File: config.mk
export PLATFORM = sky130hd
export DESIGN_NAME = mp2s_div
export DESIGN_NICKNAME = d
export VERILOG_FILES = /design/src/hw/rtl/mp2s_pkg.sv /design/src/hw/rtl/mp2s_div.sv
export SDC_FILE = /design/constraint.sdc
export NUM_CORES = 1
export LEC_CHECK = 0
export ABC_AREA = 1
export BUFFER_PORTS_ARGS = -buffer_cell sky130_fd_sc_hd__buf_2
export CAP_MARGIN = 10
export CORE_MARGIN = 10
export CORE_UTILIZATION = 46
export CTS_CLUSTER_DIAMETER = 80
export DETAILED_ROUTE_END_ITERATION = 10
export PLACE_DENSITY = 0.73
export SLEW_MARGIN = 10
export SYNTH_ARGS = -nofsm -noshare
export SYNTH_HDL_FRONTEND = slang
export SYNTH_SLANG_ARGS = --single-unit
File: constraint.sdc
create_clock -name i_clk -period 2.4 [get_ports i_clk]
set_clock_uncertainty 0.05 [all_clocks]
set_input_delay 0.12 -clock i_clk [delete_from_list [all_inputs] [get_ports i_clk]]
set_output_delay 0.12 -clock i_clk [all_outputs]
set_load 0.005 [all_outputs]
File: src/hw/rtl/mp2s_pkg.sv
// ============================================================================
// mp2s_pkg
// Shared constants, register codes and payload types for the streaming
// two-dimensional max-pooling block.
// ============================================================================
package mp2s_pkg;

    // Build-time sizes of the running-maximum store.
    localparam int MAX_OUT_WIDTH = 256;
    localparam int MAX_CHANNELS  = 32;
    localparam int SAMPLE_BITS   = 16;
    localparam int STORE_DEPTH   = MAX_OUT_WIDTH * MAX_CHANNELS;

    // Field widths of the configuration registers.
    localparam int PH_W       = 5;
    localparam int H_W        = 13;
    localparam int W_W        = 9;
    localparam int C_W        = 6;
    localparam int CFG_DATA_W = 13;
    localparam int CFG_IDX_W  = 3;

    // Limits applied to the configuration registers.
    localparam int POOL_MAX = 16;
    localparam int H_MAX    = 4096;
    localparam int W_MAX    = 256;

    // Reset values of the configuration registers.
    localparam int RST_POOL     = 2;
    localparam int RST_SIZE     = 32;
    localparam int RST_CHANNELS = 1;

    // Position counter widths.
    localparam int ROW_W  = 12;
    localparam int COL_W  = 8;
    localparam int CH_W   = $clog2(MAX_CHANNELS);
    localparam int WIN_W  = 4;
    localparam int OCOL_W = $clog2(MAX_OUT_WIDTH);
    localparam int ADDR_W = OCOL_W + CH_W;

    // Shared divider: four lanes, one quotient bit per cycle.
    localparam int DIV_LANES = 4;
    localparam int DIV_W     = 13;
    localparam int DIVR_W    = 5;
    localparam int DIV_CNT_W = $clog2(DIV_W);
    localparam int LANE_H    = 0;
    localparam int LANE_W    = 1;
    localparam int LANE_ROW  = 2;
    localparam int LANE_COL  = 3;

    // Configuration register indexes.
    typedef enum logic [CFG_IDX_W-1:0] {
        CFG_POOL_HEIGHT   = 3'd0,
        CFG_POOL_WIDTH    = 3'd1,
        CFG_IN_HEIGHT     = 3'd2,
        CFG_IN_WIDTH      = 3'd3,
        CFG_CHANNEL_COUNT = 3'd4
    } t_cfg_idx;

    // Configuration after limiting to the legal ranges.
    typedef struct packed {
        logic [PH_W-1:0] ph;
        logic [PH_W-1:0] pw;
        logic [H_W-1:0]  h;
        logic [W_W-1:0]  w;
        logic [C_W-1:0]  c;
    } t_cfg;

    // Window bookkeeping derived by division and kept by the counters.
    typedef struct packed {
        logic [H_W-1:0]   out_h;
        logic [W_W-1:0]   out_w;
        logic [ROW_W-1:0] row_q;
        logic [WIN_W-1:0] row_r;
        logic [COL_W-1:0] col_q;
        logic [WIN_W-1:0] col_r;
    } t_pos;

    // Input transaction payload.
    typedef struct packed {
        logic signed [SAMPLE_BITS-1:0] sample;
        logic                          frame_start;
    } t_in_item;

    // Output transaction payload.
    typedef struct packed {
        logic signed [SAMPLE_BITS-1:0] pooled_value;
        logic                          frame_last;
    } t_out_item;

    // Request from the counters to the read-modify-write stage.
    typedef struct packed {
        logic [ADDR_W-1:0]             addr;
        logic signed [SAMPLE_BITS-1:0] sample;
        logic                          use_it;
        logic                          first;
        logic                          last;
        logic                          frame_last;
    } t_req;

endpackage

File: src/hw/rtl/mp2s_div.sv
// ============================================================================
// mp2s_div
// Four-lane restoring divider, one quotient bit per lane per cycle. Used to
// derive window positions and output dimensions after a configuration change.
// ============================================================================
module mp2s_div (
    input  logic                                            i_clk,
    input  logic                                            i_rst_n,
    input  logic                                            i_start,
    input  logic [mp2s_pkg::DIV_LANES-1:0][mp2s_pkg::DIV_W-1:0]  i_dividend,
    input  logic [mp2s_pkg::DIV_LANES-1:0][mp2s_pkg::DIVR_W-1:0] i_divisor,
    output logic                                            o_done,
    output logic [mp2s_pkg::DIV_LANES-1:0][mp2s_pkg::DIV_W-1:0]  o_quotient,
    output logic [mp2s_pkg::DIV_LANES-1:0][mp2s_pkg::DIVR_W-1:0] o_remainder
);
    import mp2s_pkg::*;

    logic                                r_run;
    logic                                r_done;
    logic [DIV_CNT_W-1:0]                r_cnt;
    logic [DIV_LANES-1:0][DIV_W-1:0]     r_quo;
    logic [DIV_LANES-1:0][DIVR_W-1:0]    r_rem;
    logic [DIV_LANES-1:0][DIVR_W-1:0]    r_den;
    logic [DIV_LANES-1:0][DIV_W-1:0]     n_quo;
    logic [DIV_LANES-1:0][DIVR_W-1:0]    n_rem;
    logic [DIVR_W:0]                     trial;
    logic                                last_step;

    assign last_step = (r_cnt == DIV_CNT_W'(DIV_W - 1));

    // One restoring step per lane: bring down the next dividend bit and
    // subtract the divisor when it fits.
    always_comb begin
        trial = '0;
        for (int k = 0; k < DIV_LANES; k++) begin
            trial = {r_rem[k], r_quo[k][DIV_W-1]};
            if (trial >= {1'b0, r_den[k]}) begin
                n_rem[k] = DIVR_W'(trial - {1'b0, r_den[k]});
                n_quo[k] = {r_quo[k][DIV_W-2:0], 1'b1};
            end else begin
                n_rem[k] = trial[DIVR_W-1:0];
                n_quo[k] = {r_quo[k][DIV_W-2:0], 1'b0};
            end
        end
    end

    // Step sequencing; a new start always restarts the lanes.
    always_ff @(posedge i_clk) begin
        if (!i_rst_n) begin
            r_run  <= 1'b0;
            r_done <= 1'b0;
            r_cnt  <= '0;
        end else if (i_start) begin
            r_run  <= 1'b1;
            r_done <= 1'b0;
            r_cnt  <= '0;
        end else begin
            r_done <= r_run && last_step;
            if (r_run) begin
                r_cnt <= r_cnt + DIV_CNT_W'(1);
                if (last_step) begin
                    r_run <= 1'b0;
                end
            end
        end
    end

    // Lane data path.
    always_ff @(posedge i_clk) begin
        if (i_start) begin
            r_quo <= i_dividend;
            r_den <= i_divisor;
            r_rem <= '0;
        end else if (r_run) begin
            r_quo <= n_quo;
            r_rem <= n_rem;
        end
    end

    assign o_done      = r_done;
    assign o_quotient  = r_quo;
    assign o_remainder = r_rem;

endmodule

Word level (Yosys, flattened, before mapping)

Index checks and enable logic that the tools add are counted.

Flip-flop bits (word level): 98
Input bits: 75
Output and inout port bits: 73

$add $sub $neg: 5
Magnitude comparators: 4
Equality and inequality tests: 1
Muxes and demuxes: 13
Bitwise gates (word level): 1
Reductions and logical operators: 3

Operators by type and width:

| cell                                         | number |
|---|---|
| 2-to-1 mux 52 bit                            | 2 |
| >= comparator 6 x 5 -> 1 bit                 | 4 |
| 2-to-1 mux 5 bit                             | 4 |
| subtractor 5 bit                             | 4 |
| 2-to-1 mux 1 bit                             | 7 |
| adder 4 x 1 -> 4 bit (second input constant) | 1 |
| equality test 4 bit (second input constant)  | 1 |
| nonzero test 2 bit                           | 1 |
| OR reduction 2 bit                           | 1 |
| logical AND 1 bit                            | 1 |
| NOT 1 bit                                    | 1 |

Depth between registers and ports, before layout

Gate-level depths: netlist (run 1).

Word-level depth: 4
Mapped depth: 11
Mapped depth without buffers: 11

Worst setup path before layout (run 1)

OpenSTA, ideal clock, no wires.

Path kind: register to register
From: reg r_run
To: reg r_quo (netlist bit o_quotient[0]), enable pin
Setup time: 0.406 ns
Data arrival time: 1.660 ns
Path slack: 0.284 ns
Stages on the path, launching flop included: 4
Buffers on the path: 1
Clock period less this slack: 2.116 ns
Cell sequence: dfxtp_1 nor2_1 buf_2 inv_1

Cells in the longest elaborated chain, start to end: 1

Ends and longest elaborated chain:

| element                      | line           | RTL |
|---|---|---|
| start: declaration           | mp2s_div.sv:18 | `logic r_run;` |
| start signal: assignment     | mp2s_div.sv:50 | `r_run <= 1'b0;` |
| start signal: assignment     | mp2s_div.sv:54 | `r_run <= 1'b1;` |
| start signal: assignment     | mp2s_div.sv:62 | `r_run <= 1'b0;` |
| nonzero test 2 bit (no line) | n/a            |  |
| end signal: assignment       | mp2s_div.sv:71 | `r_quo <= i_dividend;` |
| end signal: assignment       | mp2s_div.sv:75 | `r_quo <= n_quo;` |
| end: declaration             | mp2s_div.sv:21 | `logic [DIV_LANES-1:0][DIV_W-1:0] r_quo;` |

Every way passes these cells.
A chain may end at the register's enable or synchronous reset.

Final worst setup path (run 1)

From: reg r_quo (netlist bit o_quotient[51])
To: reg r_quo (netlist bit o_quotient[39]), data pin

Cells in the longest elaborated chain, start to end: 4

Ends and longest elaborated chain:

| element                      | line           | RTL |
|---|---|---|
| >= comparator 6 x 5 -> 1 bit | mp2s_div.sv:37 | `if (trial >= {1'b0, r_den[k]}) begin` |
| 2-to-1 mux 1 bit             | mp2s_div.sv:37 |  |
| 2-to-1 mux 52 bit            | mp2s_div.sv:74 | `end else if (r_run) begin` |
| 2-to-1 mux 52 bit            | mp2s_div.sv:70 | `if (i_start) begin` |

Every way passes these cells. The select of a mux whose other input is x is not followed.

==> flow_summary.yaml, run 1 <==
worst_hold_path:
  worstHoldEndpoint: "o_quotient[13]"
  hold_class: "input port to flip-flop"
  hold_depth: 3
  hp-start: "i_dividend[13]"
setup_path:
  r2r-end: "o_quotient[39]"
  cp-end-kind: "flip-flop"
  crit_slowest_cell: "edfxtp_1"
  cp_top_family: "adder cells"
  worst-setup-path-type: "flip-flop to flip-flop"
  cpPeakStageDelay_ns: 0.40
  r2r_slack_ns: 0.57
  cp_cell_sequence: "inv_1 > ha_1 > inv_1 > fa_1 > nand2_1 > nand2_1 > nand3_4 > a31oi_1"
  regToRegStartpoint: "o_quotient[51]"
  cp_num_buf_inv: 2
  ff2ff_path_depth: 8
  critPathMaxFanout: 8
  cp.required_ns: 2.45
  cp-start-kind: "flip-flop"
  arrival_ns: 1.88
route:
  first_pass_iters: 4
  vias_per_cell: 4.78
  initialDrtViolationCount: 257
  wl_per_cell_um: 14.9
  post-route-drc-count: 0
  drt_wl_total_um: 13600
  num_vias: 4372
  ant_nets: 0
cts:
  cts_buffer_depth: 2
  numCtsBuffers: 9
  cts_tree: "yes"
  clock_tree.root_cell: "clkbuf_8"
  h-tree-depth: 3
  clock_latency_ns: 0.37
  ctsResizeCount: 0
  clk_pin_slew_ns: 0.09
  clock-sinks: 98
logic_synthesis:
  yosysTopAreaCell: "edfxtp_1"
  synth_compound_area_share_pct: 2.10
  synth_top_cell_area_share_pct: 43.1
  ys_types: 27
  synth.area.top_cells: "edfxtp_1, nand2_1, dfxtp_1"
  yosys_register_bits: 98
  ys_async_sr_fraction_pct: 0
  synth.most_common_cell: "nand2_1"
  syn-cell-area_um2: 5010
  synth_top_family_by_area: "simple AND/OR/NAND/NOR gates"
  seq_area_frac_synth_pct: 53.5
  synthCells: 551
  yosys_warnings: 0
  synth_common_cells: "nand2_1, edfxtp_1, inv_1"
  synth-simple-area-share_pct: 30.3
  yosys.area_share.xor_xnor_pct: 0.699
  syn-num-nets: 652
  synth_fa_ha_area_share_pct: 7.09
  synth_edf_count: 72
  ys.flop_type: "edfxtp_1"
  muxShareOfSynthArea_pct: 0
  syn_area_per_cell_um2: 9.10
job:
  cap_violations: 0
floorplanning:
  initial_utilization_pct: 46.7
  die_area_um2: 15500
  dieWidth_um: 124
  ios: 148
  core_um2: 10700
  die_h_um: 124
  rows: 38
grt:
  grt_pass1_vias: 4476
  grt_antenna_before_repair: 1
  grt_max_degree: 50
  grt_use_total_pct: 17.3
  grt_pass1_wl_um: 22000
  grt.overflow.total: 0
sta:
  rsz0062_at_grt: "no"
  setup_viol_count_final: 0
  fin_crit_sh_pct: 76.1
  setup_slack_ns: 0.575
  finalHoldViolations: 0
  max_freq_mhz: 548
  relSlewSlack_pct: 64.1
  finalCriticalPeriod_ns: 1.83
  hold-worst-slack_ns: 0.0581
  fin_setup_tns_ns: 0
  drv_slew: 0
  tightest_slew_ns: 0.538
pwr:
  ir_worst_vdd_mv: 0.351
  power_per_cell_area_nw_per_um2: 620
  power.leakage_nw: 3.42
  power_mw: 4.19
finish:
  drive_gt1_share_pct: 25.2
  final_cell_area_um2: 6750
  synthToLayoutAreaGrowth_pct: 34.6
  fin_nets: 870
place:
  routabilityCongestion: 0.834
  place_ws_ns: 0.587
  port_buffers: 147
  hpwl_um: 9590
  placed_cell_area_um2: 5900
status:
  status: "finished clean"
==> where the power goes <==
part	total (mW)	leakage [nW]	switching (mW)	internal [mW]
clock	0.929	0.0713	0.553	0.376
sequential	2.13	0.942	0.117	2.01
combinational	1.13	2.41	0.619	0.507
total	4.19	3.42	1.29	2.90
==> worst min-delay path, cell delays in order <==
cell     delay [ns]
buf_2          0.08
nor2_1         0.05
a31oi_1        0.12
==> layer usage <==
| metal | track usage [%] | wire length (um) | part of all wire, % | vias up |
|---|---|---|---|---|
| li1 | - | - | - | 2207 |
| met1 | 19.5 | 5580 | 41 | 1990 |
| met2 | 29.9 | 6800 | 50 | 154 |
| met3 | 4.60 | 913 | 6.7 | 21 |
| met4 | 7.68 | 295 | 2.2 | 0 |
| met5 | 0 | 0 | 0 | - |
==> final cells by class <==
type | count | area [um^2]
flip-flops and latches | 98 | 2680
inverters | 61 | 229
repair buffers | 223 | 1490
diodes | 1 | 2.50
multi-input cells | 376 | 2010
fillers | 886 | 3990
well taps | 140 | 175
clock inverters | 3 | 18.8
clock buffers | 13 | 139
==> cells in the final DEF, fill, tap and decap left out, drive strengths merged, types with 8 or more instances in the layout <==
cell type	netlist	final
a21oi	12	12
buf	15	154
clkbuf	1	13
dfxtp	26	26
dlygate4sd3	0	69
edfxtp	72	72
ha	22	22
inv	61	61
nand2	239	239
nand3	54	54
nor2	20	20
or2	8	8
==> stage by stage <==
step | instances | util (%)
final | 915 | 62.8
after global routing | 915 | 62.8
after CTS | 914 | 62.8
after detailed placement | 829 | 54.9
after global placement | 829 | 54.9
after floorplan | 551 | -
==> sequential cells by signal, summed over array words and instances, names as in the netlist <==
register and flops:
o_done 1, o_quotient 52, o_remainder 20, r_cnt 4, r_den 20, r_run 1
==> kinds of logic after synthesis <==
kind of cell               Yosys count
xor gates and xnor gates             4
adders and majority gates           26
DFF                                 98
AOI/OAI and AO/OA                   20
buffers and inverters               77
and+or+nand+nor                    326
==> worst max path at each step <==
stage               cells past startpoint      startpoint  slack [ns]              end
global placement                       10  o_quotient[38]        0.65  o_remainder[11]
global route                            8  o_quotient[12]        0.43    o_quotient[0]
CTS                                     8  o_quotient[51]        0.57   o_quotient[39]
floorplan                               3           r_run        0.28    o_quotient[0]
finish                                  8  o_quotient[51]        0.57   o_quotient[39]
detailed placement                      8  o_quotient[51]        0.59   o_quotient[39]
==> repair_timing <==
action	in CTS	in global routing
hold endpoints to repair	70	0
setup buffers	0	0
hold buffers	69	0
No activity file was read; power rests on OpenSTA's default activity.
==> run 2, diff against run 1 <==
==> constraint.sdc (replaced) <==
create_clock -name i_clk -period 1.9 [get_ports i_clk]
set_clock_uncertainty 0.05 [all_clocks]
set_input_delay 0.095 -clock i_clk [delete_from_list [all_inputs] [get_ports i_clk]]
set_output_delay 0.095 -clock i_clk [all_outputs]
set_load 0.005 [all_outputs]
==> flow_summary.yaml, run 2 (synthesis results as in run 1) <==
setup_path:
  cpPeakStageDelay_ns: 0.42
  crit_slowest_cell: "edfxtp_1"
  ff2ff_path_depth: 10
  r2r-end: "o_remainder[3]"
  cp_cell_sequence: "inv_2 > ha_1 > inv_1 > fa_2 > nand2_1 > nand2_1 > nand3_4 > nand3_1 > nand3_1 > nand2_1"
  critPathMaxFanout: 8
  cp_top_family: "simple AND/OR/NAND/NOR gates"
  cp-start-kind: "flip-flop"
  arrival_ns: 1.98
  regToRegStartpoint: "o_quotient[12]"
  cp-end-kind: "flip-flop"
  worst-setup-path-type: "flip-flop to flip-flop"
  cp.required_ns: 2.12
  r2r_slack_ns: 0.14
  cp_num_buf_inv: 2
  crit_top_cell: "nand2_1"
place:
  port_buffers: 147
  hpwl_um: 9700
  routabilityCongestion: 0.881
finish:
  fin_nets: 871
  synthToLayoutAreaGrowth_pct: 36.9
  drive_gt1_share_pct: 26.6
  fillCellCount: 904
  largest_register_ffs: 52
  final_cell_mix: "nand2_1, buf_2, edfxtp_1, dlygate4sd3_1, inv_1"
  final_common_cell: "nand2_1"
  utilization_pct: 63.9
grt:
  grt_use_total_pct: 17.7
  grt.overflow.total: 0
  grt_max_degree: 67
  grt_pass1_vias: 4601
  grt_pass1_wl_um: 22500
  grt_antenna_before_repair: 2
cts:
  clock_latency_ns: 0.38
  clock-sinks: 98
  h-tree-depth: 3
  numCtsBuffers: 9
  cts_buffer_depth: 2
  clk_pin_slew_ns: 0.10
  cts_tree: "yes"
  clock_tree.root_cell: "clkbuf_8"
sta:
  finalHoldViolations: 0
  setup_viol_count_final: 0
  rsz0062_at_grt: "no"
  fin_crit_sh_pct: 92.7
  fin_setup_tns_ns: 0
  finalCriticalPeriod_ns: 1.76
  drv_slew: 0
  max_freq_mhz: 568
  tightest_slew_ns: 0.332
  relSlewSlack_pct: 77.9
floorplanning:
  core_um2: 10700
  dieWidth_um: 124
  ios: 148
  die_h_um: 124
  die_area_um2: 15500
  rows: 38
  initial_utilization_pct: 46.7
pwr:
  power.leakage_nw: 3.46
  power_per_cell_area_nw_per_um2: 822
  power_mw: 5.65
  ir_worst_vdd_mv: 0.444
job:
  cap_violations: 0
worst_hold_path:
  hold_depth: 3
  hp-start: "i_dividend[39]"
  worstHoldEndpoint: "o_quotient[39]"
  hold_class: "input port to flip-flop"
status:
  status: "finished clean"
route:
  first_pass_iters: 4
  ant_nets: 0
  num_vias: 4414
  initialDrtViolationCount: 342
  wl_per_cell_um: 15.3
  post-route-drc-count: 0
  vias_per_cell: 4.81
  drt_wl_total_um: 14000
-- run 2: worst max path at each step --
stage,endpoint,startpoint,slack (ns),cells past startpoint
after floorplan,o_quotient[0],r_run,0.004,3
after global placement,o_remainder[11],o_quotient[38],0.16,10
after detailed placement,o_remainder[11],o_quotient[38],0.09,10
after CTS,o_remainder[3],o_quotient[12],0.07,10
after global routing,o_remainder[3],o_quotient[12],0.0008,10
final,o_remainder[3],o_quotient[12],0.14,10
-- run 2: where the power goes --
group	switching (mW)	leakage [nW]	internal, mW
sequential	0.148	0.942	2.54
combinational	0.793	2.41	0.655
clock	0.733	0.109	0.774
-- run 2: through the flow --
step / instances / area (um^2) / setup WS [ns] / hold slack [ns]
detailed placement: 829 / 5930 / 0.0908 / 0.223
floorplan: 551 / 5020 / 0.00415 / 0.144
finish: 917 / 6860 / 0.139 / 0.0387
global placement: 829 / 5930 / 0.158 / 0.221
global route: 917 / 6860 / 0.000815 / 0.0469
CTS: 914 / 6840 / 0.0698 / 0.0249
-- run 2: area by class of cell --
cell class,count,area [um^2],share of cell area [%]
clock buffers,11,141,2.06
well taps,140,175,2.55
flip-flops and latches,98,2680,39.1
multi-input cells,376,2030,29.5
diodes,2,5.00,0.0729
clock inverters,5,77.6,1.13
repair buffers,224,1520,22.2
inverters,61,233,3.39
-- run 2: routing by layer --
layer | up-vias | wire, um | GRT usage [%]
li1 | 2203 | - | -
met1 | 2042 | 5700 | 20.1
met2 | 142 | 7160 | 30.6
met3 | 27 | 780 | 4.60
met4 | 0 | 378 | 7.68
met5 | - | 0 | 0
-- run 2: tightest hold or removal path, cell delays in order --
cell and delay (ns):
buf_2 0.08, nor2_1 0.05, a31oi_1 0.13
-- run 2: what timing repair did --
| item | 4_1_cts | 5_1_grt |
|---|---|---|
| endpoints found under the hold margin | 70 | 0 |
| hold buffers | 69 | 0 |
| endpoints found under the setup margin | 0 | 22 |
| setup buffers | 0 | 1 |
| gates resized for setup | 0 | 6 |
