==> config.mk <==
export PLATFORM = sky130hd
export DESIGN_NAME = mp2s_cnt
export DESIGN_NICKNAME = d
export VERILOG_FILES = /design/src/hw/rtl/mp2s_pkg.sv /design/src/hw/rtl/mp2s_cnt.sv
export SDC_FILE = /design/constraint.sdc
export NUM_CORES = 1
export LEC_CHECK = 0
export BUFFER_PORTS_ARGS = -buffer_cell sky130_fd_sc_hd__buf_2
export CORE_ASPECT_RATIO = 0.8
export CORE_MARGIN = 2
export CORE_UTILIZATION = 51
export CTS_CLUSTER_SIZE = 10
export DETAILED_ROUTE_END_ITERATION = 10
export HOLD_SLACK_MARGIN = 0.05
export PLACE_DENSITY = 0.75
export SYNTH_ARGS = -nofsm -noshare
export SYNTH_HDL_FRONTEND = slang
export SYNTH_SLANG_ARGS = --single-unit
==> constraint.sdc <==
create_clock -name i_clk -period 4.33 [get_ports i_clk]
set_input_delay 0.2165 -clock i_clk [delete_from_list [all_inputs] [get_ports i_clk]]
set_output_delay 0.2165 -clock i_clk [all_outputs]
set_load 0.02 [all_outputs]
==> src/hw/rtl/mp2s_pkg.sv <==
// ============================================================================
// mp2s_pkg
// Shared constants, register codes and payload types for the streaming
// two-dimensional max-pooling block.
// ============================================================================
package mp2s_pkg;

    // Build-time sizes of the running-maximum store.
    localparam int MAX_OUT_WIDTH = 256;
    localparam int MAX_CHANNELS  = 32;
    localparam int SAMPLE_BITS   = 16;
    localparam int STORE_DEPTH   = MAX_OUT_WIDTH * MAX_CHANNELS;

    // Field widths of the configuration registers.
    localparam int PH_W       = 5;
    localparam int H_W        = 13;
    localparam int W_W        = 9;
    localparam int C_W        = 6;
    localparam int CFG_DATA_W = 13;
    localparam int CFG_IDX_W  = 3;

    // Limits applied to the configuration registers.
    localparam int POOL_MAX = 16;
    localparam int H_MAX    = 4096;
    localparam int W_MAX    = 256;

    // Reset values of the configuration registers.
    localparam int RST_POOL     = 2;
    localparam int RST_SIZE     = 32;
    localparam int RST_CHANNELS = 1;

    // Position counter widths.
    localparam int ROW_W  = 12;
    localparam int COL_W  = 8;
    localparam int CH_W   = $clog2(MAX_CHANNELS);
    localparam int WIN_W  = 4;
    localparam int OCOL_W = $clog2(MAX_OUT_WIDTH);
    localparam int ADDR_W = OCOL_W + CH_W;

    // Shared divider: four lanes, one quotient bit per cycle.
    localparam int DIV_LANES = 4;
    localparam int DIV_W     = 13;
    localparam int DIVR_W    = 5;
    localparam int DIV_CNT_W = $clog2(DIV_W);
    localparam int LANE_H    = 0;
    localparam int LANE_W    = 1;
    localparam int LANE_ROW  = 2;
    localparam int LANE_COL  = 3;

    // Configuration register indexes.
    typedef enum logic [CFG_IDX_W-1:0] {
        CFG_POOL_HEIGHT   = 3'd0,
        CFG_POOL_WIDTH    = 3'd1,
        CFG_IN_HEIGHT     = 3'd2,
        CFG_IN_WIDTH      = 3'd3,
        CFG_CHANNEL_COUNT = 3'd4
    } t_cfg_idx;

    // Configuration after limiting to the legal ranges.
    typedef struct packed {
        logic [PH_W-1:0] ph;
        logic [PH_W-1:0] pw;
        logic [H_W-1:0]  h;
        logic [W_W-1:0]  w;
        logic [C_W-1:0]  c;
    } t_cfg;

    // Window bookkeeping derived by division and kept by the counters.
    typedef struct packed {
        logic [H_W-1:0]   out_h;
        logic [W_W-1:0]   out_w;
        logic [ROW_W-1:0] row_q;
        logic [WIN_W-1:0] row_r;
        logic [COL_W-1:0] col_q;
        logic [WIN_W-1:0] col_r;
    } t_pos;

    // Input transaction payload.
    typedef struct packed {
        logic signed [SAMPLE_BITS-1:0] sample;
        logic                          frame_start;
    } t_in_item;

    // Output transaction payload.
    typedef struct packed {
        logic signed [SAMPLE_BITS-1:0] pooled_value;
        logic                          frame_last;
    } t_out_item;

    // Request from the counters to the read-modify-write stage.
    typedef struct packed {
        logic [ADDR_W-1:0]             addr;
        logic signed [SAMPLE_BITS-1:0] sample;
        logic                          use_it;
        logic                          first;
        logic                          last;
        logic                          frame_last;
    } t_req;

endpackage

==> src/hw/rtl/mp2s_cnt.sv <==
// ============================================================================
// mp2s_cnt
// Position counters of the input stream. Builds the store address and the
// window flags of each accepted sample and advances row, column and channel.
// ============================================================================
module mp2s_cnt (
    input  logic                            i_clk,
    input  logic                            i_rst_n,
    input  mp2s_pkg::t_cfg                  i_cfg,
    input  logic                            i_load,
    input  mp2s_pkg::t_pos                  i_pos,
    input  logic                            i_accept,
    input  mp2s_pkg::t_in_item              i_item,
    output mp2s_pkg::t_req                  o_req,
    output logic [mp2s_pkg::ROW_W-1:0]      o_row,
    output logic [mp2s_pkg::COL_W-1:0]      o_col
);
    import mp2s_pkg::*;

    t_pos             r_pos, n_pos, e_pos;
    logic [ROW_W-1:0] r_row, n_row, e_row;
    logic [COL_W-1:0] r_col, n_col, e_col;
    logic [CH_W-1:0]  r_ch, n_ch, e_ch;
    logic [WIN_W-1:0] r_rw, n_rw, e_rw;
    logic [WIN_W-1:0] r_cw, n_cw, e_cw;

    logic [C_W-1:0]   ch_inc;
    logic [PH_W-1:0]  cw_inc, rw_inc, colr_inc, rowr_inc;
    logic [W_W-1:0]   col_inc;
    logic [H_W-1:0]   row_inc;

    // A frame start clears the position before the sample is used.
    always_comb begin
        e_pos = r_pos;
        e_row = r_row;
        e_col = r_col;
        e_ch  = r_ch;
        e_rw  = r_rw;
        e_cw  = r_cw;
        if (i_item.frame_start) begin
            e_pos.row_q = '0;
            e_pos.row_r = '0;
            e_pos.col_q = '0;
            e_pos.col_r = '0;
            e_row       = '0;
            e_col       = '0;
            e_ch        = '0;
            e_rw        = '0;
            e_cw        = '0;
        end
    end

    // Store address and window flags of the current sample.
    always_comb begin
        o_req.addr   = {OCOL_W'(e_pos.col_q), e_ch};
        o_req.sample = i_item.sample;
        o_req.use_it = ({1'b0, e_pos.row_q} < r_pos.out_h)
                    && ({1'b0, e_pos.col_q} < r_pos.out_w)
                    && ({1'b0, e_ch} < i_cfg.c);
        o_req.first  = (e_rw == '0) && (e_cw == '0);
        o_req.last   = ({1'b0, e_rw} == i_cfg.ph - PH_W'(1))
                    && ({1'b0, e_cw} == i_cfg.pw - PH_W'(1));
        o_req.frame_last = ({1'b0, e_pos.row_q} == r_pos.out_h - H_W'(1))
                        && ({1'b0, e_pos.row_r} == i_cfg.ph - PH_W'(1))
                        && ({1'b0, e_pos.col_q} == r_pos.out_w - W_W'(1))
                        && ({1'b0, e_ch} == i_cfg.c - C_W'(1));
    end

    // Advance channel, then column, then row, each wrapping at its bound.
    always_comb begin
        ch_inc   = {1'b0, e_ch} + C_W'(1);
        cw_inc   = {1'b0, e_cw} + PH_W'(1);
        rw_inc   = {1'b0, e_rw} + PH_W'(1);
        colr_inc = {1'b0, e_pos.col_r} + PH_W'(1);
        rowr_inc = {1'b0, e_pos.row_r} + PH_W'(1);
        col_inc  = {1'b0, e_col} + W_W'(1);
        row_inc  = {1'b0, e_row} + H_W'(1);

        n_pos = r_pos;
        n_row = r_row;
        n_col = r_col;
        n_ch  = r_ch;
        n_rw  = r_rw;
        n_cw  = r_cw;

        if (i_load) begin
            n_pos = i_pos;
        end else if (i_accept) begin
            n_pos = e_pos;
            n_row = e_row;
            n_col = e_col;
            n_rw  = e_rw;
            n_cw  = e_cw;
            n_ch  = ch_inc[CH_W-1:0];
            if (ch_inc >= i_cfg.c) begin
                n_ch = '0;
                if (col_inc >= i_cfg.w) begin
                    // End of the input row.
                    n_col       = '0;
                    n_cw        = '0;
                    n_pos.col_q = '0;
                    n_pos.col_r = '0;
                    n_rw = (rw_inc >= i_cfg.ph) ? '0 : rw_inc[WIN_W-1:0];
                    if (row_inc >= i_cfg.h) begin
                        n_row       = '0;
                        n_rw        = '0;
                        n_pos.row_q = '0;
                        n_pos.row_r = '0;
                    end else begin
                        n_row = row_inc[ROW_W-1:0];
                        if (rowr_inc == i_cfg.ph) begin
                            n_pos.row_r = '0;
                            n_pos.row_q = e_pos.row_q + ROW_W'(1);
                        end else begin
                            n_pos.row_r = rowr_inc[WIN_W-1:0];
                        end
                    end
                end else begin
                    n_col = col_inc[COL_W-1:0];
                    n_cw  = (cw_inc >= i_cfg.pw) ? '0 : cw_inc[WIN_W-1:0];
                    if (colr_inc == i_cfg.pw) begin
                        n_pos.col_r = '0;
                        n_pos.col_q = e_pos.col_q + COL_W'(1);
                    end else begin
                        n_pos.col_r = colr_inc[WIN_W-1:0];
                    end
                end
            end
        end
    end

    // Counter registers.
    always_ff @(posedge i_clk) begin
        if (!i_rst_n) begin
            r_pos <= '0;
            r_row <= '0;
            r_col <= '0;
            r_ch  <= '0;
            r_rw  <= '0;
            r_cw  <= '0;
        end else begin
            r_pos <= n_pos;
            r_row <= n_row;
            r_col <= n_col;
            r_ch  <= n_ch;
            r_rw  <= n_rw;
            r_cw  <= n_cw;
        end
    end

    assign o_row = r_row;
    assign o_col = r_col;

endmodule

Yosys cells after proc, flatten, opt, wreduce, memory -nomap -nowiden
Index checks and enable logic that the tools add are counted.
Operators by class
  $add $sub $neg: 14
  magnitude comparators: 8
  eq/ne operators: 8
  mux-type cells: 29
  bitwise logic cells: 1
  reduce and logical (&&, ||, !) cells: 11
Operators by type and width (count)
  $mux W28: 3
  $mux W12: 6
  $mux W50: 1
  $mux W4: 11
  $mux W16: 2
  $mux W8: 4
  $add A4 B1 Y5 const B: 4
  $eq A4 B5 Y1: 3
  $add A12 B1 Y13 const B: 1
  $eq A12 B13 Y1: 1
  $ge A13 B13 Y1: 1
  $lt A12 B13 Y1: 1
  $sub A13 B1 Y13 const B: 1
  $add A12 B1 Y12 const B: 1
  $eq A5 B5 Y1: 2
  $ge A5 B5 Y1: 2
  $mux W5: 2
  $sub A5 B1 Y5 const B: 2
  $add A8 B1 Y9 const B: 1
  $eq A8 B9 Y1: 1
  $ge A9 B9 Y1: 1
  $lt A8 B9 Y1: 1
  $sub A9 B1 Y9 const B: 1
  $add A8 B1 Y8 const B: 1
  other kinds (10): 17
Word-level totals
  bits in registers: 83
  bits of input ports: 109
  output and inout bits: 53
  word-level logic and storage cells: 82

Depth between registers and ports, before layout
Gate-level depths: netlist of run 1.
  depth in word-level cells: 9
  mapped depth: 20
  mapped depth without buffers: 15

Least setup slack after synthesis of run 1
Ideal clock, no wire load.
  path kind: input -> register
  start point: input port i_item[0] (netlist name)
  end point: register r_pos[15] (netlist name)
  setup time: 0.074 ns
  data arrival time: 3.957 ns
  required time: 4.256 ns
  path slack: 0.299 ns
  stages on the path: 18
  buffers on the path: 6
  path through: buf_6 buf_2 buf_2 buf_1 buf_1 nor2b_1 ha_1 nand3_1 nor3_1 and3_1 ha_1 nand2_1 or3_1 and2_0 clkbuf_1 or4_1 or3b_1 a31oi_1
Between the ends
  cells in the longest elaborated chain, start to end: 9
Ends and longest elaborated chain
  start: declaration: line mp2s_cnt.sv:13  | input mp2s_pkg::t_in_item i_item,
  parallel branches: the longest is 6 deep, another holds $add A12 B1 Y13
  $mux W28 (*): line mp2s_cnt.sv:95  | if (ch_inc >= i_cfg.c) begin
  $mux W28 (*): line mp2s_cnt.sv:88  | end else if (i_accept) begin
  $mux W50 (*): line mp2s_cnt.sv:86  | if (i_load) begin
  end signal: assignment: line mp2s_cnt.sv:142  | r_pos <= n_pos;
  end: declaration: line mp2s_cnt.sv:20  | t_pos r_pos, n_pos, e_pos;
Mark *: on every way between the ends. The select of a mux whose other input is x is not followed.
A chain may end at the register's enable or synchronous reset.

Final worst setup path of run 1
  start point: register r_col[0], in the netlist o_col[0]
  end point: register r_row[0], in the netlist o_row[0]
Between the ends
  cells in the longest elaborated chain, start to end: 5
Ends and longest elaborated chain
  start: declaration: line mp2s_cnt.sv:22  | logic [COL_W-1:0] r_col, n_col, e_col;
  start signal: assignment: line mp2s_cnt.sv:144  | r_col <= n_col;
  $mux W8: line mp2s_cnt.sv:40  | if (i_item.frame_start) begin
  $add A8 B1 Y9: line mp2s_cnt.sv:76  | col_inc = {1'b0, e_col} + W_W'(1);
  $ge A9 B9 Y1: line mp2s_cnt.sv:97  | if (col_inc >= i_cfg.w) begin
  $mux W12: line mp2s_cnt.sv:97
  $mux W12: line mp2s_cnt.sv:95
  end signal: assignment: line mp2s_cnt.sv:143  | r_row <= n_row;
  end: declaration: line mp2s_cnt.sv:21  | logic [ROW_W-1:0] r_row, n_row, e_row;
Every way passes these cells.

==> results of run 1 <==
==> area by class of cell <==
cell class	count	area share, %
repair buffers	145	8.91
well taps	184	2.68
flip-flops and latches	83	19.3
clock buffers	10	2.78
inverters	78	3.41
multi-input cells	768	61.6
clock inverters	6	1.31
==> registers in the layout, indices dropped and copies added (netlist names) <==
signal,flops
r_ch,5
o_row,12
e_pos,22
r_pos,28
o_col,8
r_cw,4
r_rw,4
==> final timing paths <==
check | endpoint | cells past startpoint | slack [ns]
setup / recovery | o_row[0] | 15 | 0.44
hold / removal | e_pos[35] | 3 | 0.09
setup reg to reg | o_row[0] | 15 | 0.44
hold reg to reg | r_ch[4] | 2 | 0.46
==> power by group through the flow <==
stage	logic, mW	registers, mW	clock network [mW]
finish	0.456	0.823	0.926
global route	0.503	0.826	0.971
CTS	0.450	0.822	0.931
detailed placement	0.445	0.838	0
global placement	0.438	0.838	0
floorplan	0.334	0.830	0
==> worst register-to-register path, cell delays in order, from the launching register on <==
cell	delay [ns]
dfxtp_1	0.46
nor2b_1	0.27
ha_1	0.28
nand3_1	0.16
nor3_1	0.33
xor2_1	0.23
ha_1	0.27
a21oi_1	0.12
o21ai_0	0.12
a41oi_1	0.30
a21oi_1	0.12
buf_4	0.18
o21ai_0	0.50
buf_4	0.29
a22oi_1	0.11
nor2_1	0.09
==> kinds of logic (layout without fill, tap and decap cells) <==
| kind of cell | after synthesis | after routing | share of synthesized area [%] |
|---|---|---|---|
| buf+inv | 151 | 239 | 8.81 |
| fa+ha+maj | 79 | 79 | 13.0 |
| simple gates | 369 | 369 | 25.1 |
| mux | 29 | 29 | 3.82 |
| compound gates | 193 | 193 | 16.3 |
| flops | 83 | 83 | 21.8 |
| xor+xnor | 98 | 98 | 11.3 |
==> metal layers <==
metal	up-vias	wire length [um]
met2	310	8770
met1	3443	10100
met4	0	320
met3	29	2100
li1	3665	-
met5	-	0
==> synthesized netlist by cell type, types with 3 or more instances <==
cell and n:
nand4_1 11, and3_1 13, nand2b_1 11, dfxtp_1 83, o211ai_1 3, a221oi_1 4
a22oi_1 9, nand3_1 39, o22ai_1 17, nor4_1 15, a31o_2 3, a32oi_1 11
mux2i_1 28, buf_1 7, o21ai_0 32, and2_1 4, a32o_1 3, xor2_1 24
o21a_1 6, xnor2_1 74, a211oi_1 4, or3_1 4, clkbuf_1 35, a21oi_1 62
inv_1 76, o32ai_1 3, nor3b_1 25, buf_4 24, nor3_1 29, o41ai_1 3
nor2b_1 37, a21o_1 5, nand2_1 75, or4_1 3, nand3b_1 5, ha_1 79
nor2_1 81, a31oi_1 11, buf_2 6, nor2b_2 5
==> metrics.md, run 1 <==
| Metric | Value |
|---|---|
| Status | complete, no violations |
| Number of synthesis warnings | 0 |
| Flop pwr share | 37.3% |
| RSZ-0062 raised after global routing | no |
| Hpwl dp | 15800 um |
| Critical path's slowest cell | o21ai_0 |
| CP bufs+invs | 2 |
| Met3 GRT Util | 7.36% |
| DRT Wirelength | 21300 um |
| Initial drt markers | 532 |
| Routed len/inst | 16.7 um |
| Initial antenna violation count | 0 |
| Clk_lat worst skew | 0.36 ns |
| Layout cells sized above 1 | 16.3% |
| Register area | 1660 um2 |
| Setup ws final | 0.442 ns |
| Avg Inst Size Synth | 7.61 um2 |
| Critical Path AT | 4.18 ns |
| Leak | 3.73 nW |
| Non-filler cells, final | 1274 |
| DR pass1 iterations | 5 |
| Cts hold-fix bufs | 0 |
| Worst-path clk slew | 0.07 ns |
| Global placement routability congestion | 0.903 |
| Row cnt | 39 |
| Layout area overhead | 12.7% |
| Combinational share of power | 20.7% |
| Worst EP required | 4.62 ns |
| GR Util met2 | 39.4% |
| Switching share of power | 29.2% |
| Worst setup path startpoint | o_col[0] |
| Synth Instances | 1002 |
| Worst vdd ir | 0.183 mV |
| Fill count | 1355 |
| Synth Net Count | 1190 |
| CP Max Fanout | 10 |
| Crit-path max cell delay | 0.50 ns |
| PwrDens | 257 nW/um2 |
| Max-slew violations | 0 |
| Multi-input logic area | 5290 um2 |
| Grt met1 use | 39.8% |
| Relative slew slack | 36.2% |
| Placement Cell Area | 8240 um2 |
| Die height | 113 um |
| Commonest non-fill, non-tap cell in the layout | buf_2 |
| Sink Count | 83 |
| Final setup viols | 0 |
| Final Cycle Share | 89.8% |
| Minimum clock period | 3.89 ns |
| Most area-hungry cell type in the Yosys netlist | dfxtp_1 |
| Clk_skew | 0.0105 ns |
| First-pass GRT wire length | 34800 um |
| Psw | 645 uW |
| Dominant cells by area after synthesis | dfxtp_1 22%, ha_1 13%, xnor2_1 8.5%, a21oi_1 4.1%, nor2_1 4.0% |
| Core ar. | 14400 um2 |
| Initial Utilization | 52.8% |
| Sequential share of the synthesized area | 21.8% |
| Fmax | 0.257 GHz |
| Setup TNS | 0 ns |
| Die Width | 141 um |
| Post-CTS Setup Inserts | 0 |
| Vias in the first global route | 6775 |
| Internal power consumption | 1.56 mW |
| CP Capture Type | flop |
| Critical path startpoint category | flop |
| RR Startpoint | o_col[0] |
| Slew @ Worst Pin | 0.955 ns |
| #FFs+latches synth | 83 |
| Vias/cell | 5.85 |
| Commonest non-fill, non-tap cells in the layout | 129 x buf_2, 83 x dfxtp_1, 81 x nor2_1, 79 x ha_1, 76 x inv_1 |
| CTS Buffer Depth | 2 |
| Overall Global Routing Usage | 27.0% |
| Final Hold Viols | 0 |
| Crit path cell chain | nor2b_1, ha_1, nand3_1, nor3_1, xor2_1, ha_1, a21oi_1, o21ai_0, a41oi_1, a21oi_1, buf_4, o21ai_0, buf_4, a22oi_1, nor2_1 |
| Hold Startpoint | i_pos[35] |
| GRT busiest layer | met1 |
| Hold Crit Class | primary input to flop |
| Fin area | 8590 um2 |
| Root Driver | clkbuf_16 |
| Post-DRT Antenna Nets | 0 |
| Max capacitance violation total | 0 |
| Pwr Total | 2.20 mW |
| Place WS | 0.443 ns |
| Total number of vias | 7447 |
| Top Family by Delay on Critical Path | compound AO/OA/AOI/OAI gates |
| Gr ovfl total | 0 |
| Synth cell types | 65 |
| Buffers on Ports | 129 |
| Min Hold Slack | 0.0928 ns |
| Drt drc | 0 |
| Post_cts resized | 0 |
| Predominant post-synthesis flop cell | dfxtp_1 |
| IO Count | 162 |
| Die area | 15900 um2 |
| Cts bufs inserted | 9 |
| H-tree lvl count | 3 |
| CTS tree | done |
| DP Cell Count | 1258 |
| Crit Path Category | flop to flop |
| Final design utilization | 59.5% |
| Asr flop ratio synth | 0% |
| Synth top area share | 21.8% |
| Clk network pwr share | 42.0% |
| Ant. Diodes | 0 |
| Final #Nets | 1273 |
| Largest net degree at the start of global routing | 53 |
| EDFF count, synth | 0 |
| Post-Synthesis Cell Area | 7620 um2 |
Note: power is estimated with default switching activity, not from simulation.
==> run 2, diff against run 1 <==
--- a/config.mk
+++ b/config.mk
@@ -8,11 +8,11 @@
 export BUFFER_PORTS_ARGS = -buffer_cell sky130_fd_sc_hd__buf_2
 export CORE_ASPECT_RATIO = 0.8
 export CORE_MARGIN = 2
-export CORE_UTILIZATION = 51
+export CORE_UTILIZATION = 35
 export CTS_CLUSTER_SIZE = 10
 export DETAILED_ROUTE_END_ITERATION = 10
 export HOLD_SLACK_MARGIN = 0.05
-export PLACE_DENSITY = 0.75
+export PLACE_DENSITY = 0.54
 export SYNTH_ARGS = -nofsm -noshare
 export SYNTH_HDL_FRONTEND = slang
 export SYNTH_SLANG_ARGS = --single-unit
==> run 2 against run 1 <==
Compared with the run above: maximum frequency increased by 2.0%; sequential share of layout area is 0.18 points lower; sequential power about the same; design area increased by 0.95%; clock-buffer cell count is 1 higher; non-clock buffer count rose by 4; clock power decreased by 18%; largest power group is now sequential cells.
==> metrics.md, run 2 (same netlist as run 1, synthesis figures left out) <==
| Metric | Value |
|---|---|
| Non-filler cells, final | 1368 (+7.4%) |
| Status | complete, no violations |
| Hold Crit Class | primary input to flop |
| Initial Utilization | 35.5% (-17 points) |
| IO Count | 162 (unchanged) |
| Root Driver | clkbuf_16 |
| PwrDens | 236 nW/um2 (-7.9%) |
| Final Hold Viols | 0 (unchanged) |
| Slew @ Worst Pin | 0.963 ns (+0.00720 ns) |
| Critical path startpoint category | flop |
| Largest net degree at the start of global routing | 80 (+51%) |
| H-tree lvl count | 3 (unchanged) |
| Clk_lat worst skew | 0.35 ns (about the same) |
| Gr ovfl total | 0 (unchanged) |
| Hpwl dp | 17700 um (+12%) |
| Relative slew slack | 35.8% (-0.39 points) |
| CP Capture Type | flop |
| Global placement routability congestion | 0.853 (-5.6%) |
| Sink Count | 83 (unchanged) |
| Max capacitance violation total | 0 (unchanged) |
| Grt met1 use | 30.7% (-9.1 points) |
| GR Util met2 | 28.8% (-11 points) |
| Max reg flops | 28 (unchanged) |
| Cts bufs inserted | 9 (unchanged) |
| Commonest non-fill, non-tap cell in the layout | buf_2 |
| Max-slew violations | 0 (unchanged) |
| Die Width | 169 um (+20%) |
| Row cnt | 48 (+23%) |
| Fmax | 0.262 GHz (+2.0%) |
| Drt drc | 0 (unchanged) |
| Crit path cell chain | nor2b_1, ha_1, nand3_1, nor3_1, buf_4, nand2_1, nor4b_1, ha_1, a21oi_1, o21ai_0, a21oi_1, o41ai_2, or4_1, or3b_1, a31oi_1 |
| CP Max Fanout | 6 (-4) |
| Minimum clock period | 3.81 ns (-0.0745 ns) |
| DP Cell Count | 1353 (+7.6%) |
| Post-CTS Setup Inserts | 0 (unchanged) |
| Layout area overhead | 13.8% |
| Final #Nets | 1277 (+0.31%) |
| Routed len/inst | 17.0 um (+1.9%) |
| Crit-path max cell delay | 0.49 ns (about the same) |
| Biggest register | r_pos |
| Layout cells sized above 1 | 16.7% (+0.32 points) |
| CTS Buffer Depth | 2 (unchanged) |
| Clk_skew | 0.00706 ns (-0.00347 ns) |
| Worst vdd ir | 0.175 mV (-4.5%) |
| Total number of vias | 7215 (-3.1%) |
| Leak | 3.73 nW (about the same) |
| First-pass GRT wire length | 37200 um (+6.9%) |
| Worst-path clk slew | 0.07 ns (about the same) |
| Final Cycle Share | 88.1% (-1.7 points) |
| Met3 GRT Util | 4.80% (-2.6 points) |
| Commonest non-fill, non-tap cells in the layout | 128 x buf_2, 83 x dfxtp_1, 81 x nor2_1, 79 x ha_1, 76 x inv_1 |
| Core ar. | 21500 um2 (+49%) |
| Initial drt markers | 584 (+9.8%) |
| CTS tree | done |
| Die area | 23000 um2 (+44%) |
| Buffers on Ports | 129 (unchanged) |
| GRT busiest layer | met1 |
| Critical Path AT | 4.10 ns (-0.08 ns) |
| Worst EP required | 4.61 ns (about the same) |
| Die height | 136 um (+20%) |
| Vias/cell | 5.27 (-9.8%) |
| RSZ-0062 raised after global routing | no |
| DR pass1 iterations | 5 (unchanged) |
| DRT Wirelength | 23300 um (+9.4%) |
| Overall Global Routing Usage | 20.5% (-6.6 points) |
| Initial antenna violation count | 1 (+1) |
| Vias in the first global route | 6810 (+0.52%) |
| Setup TNS | 0 ns (unchanged) |
| Final setup viols | 0 (unchanged) |
| Critical path's slowest cell | or4_1 |
| Post-DRT Antenna Nets | 0 (unchanged) |
| Ant. Diodes | 0 (unchanged) |
| Crit Path Category | flop to flop |
| Final design utilization | 40.3% (-19 points) |
## run 2: path summary, 6_finish.rpt
kind	startpoint	endpoint	slack, ns	cells after the start
worst max register to register	o_row[0]	r_pos[15]	0.52	15
worst min register to register	r_ch[4]	r_ch[4]	0.46	2
worst max-delay path	o_row[0]	r_pos[15]	0.52	15
worst min-delay path	i_pos[37]	e_pos[37]	0.10	3
## run 2: worst max-delay path: cells and delay by family, from the launching register on
kind	cells	cell delay, ns
adder cells (fa/ha/maj)	2	0.55
buffers and inverters	1	0.18
AND/OR/NAND/NOR	7	1.90
flip-flops	1	0.42
AO/OA/AOI/OAI	5	0.70
## run 2: cell type report
class	instances	area, um2
Clock inverter	4	26.3
Timing Repair Buffer	149	798
Clock buffer	11	253
Tap cell	275	344
Fill cell	2250	12800
Multi-Input combinational cell	768	5300
Sequential cell	83	1660
Inverter	78	293
## run 2: through the flow
step	hold slack, ns	instance area (um2)	worst slack (ns)	total power [mW]
floorplan	0.352	7620	0.299	1.16
global placement	0.433	8390	0.547	1.30
detailed placement	0.433	8390	0.386	1.30
CTS	0.0912	8670	0.369	2.07
global route	0.104	8670	0.130	2.15
finish	0.101	8670	0.516	2.05
## run 2: layer usage
metal / routed length (um) / part of all wire (%)
met4: 369 / 1.6
met5: 11 / 0.047
met1: 12100 / 52
met3: 1460 / 6.3
met2: 9340 / 40
## run 2: power by group
group / leakage, nW / internal (mW) / total [mW] / switching [mW]
Combinational: 2.91 / 0.191 / 0.463 / 0.272
Clock: 0.137 / 0.417 / 0.763 / 0.347
Sequential: 0.679 / 0.792 / 0.822 / 0.0305
## run 2: timing repair
item                                    in CTS  in global routing
hold buffers                                 0                  0
endpoints found under the setup margin       0                  7
resized for setup                            0                  1
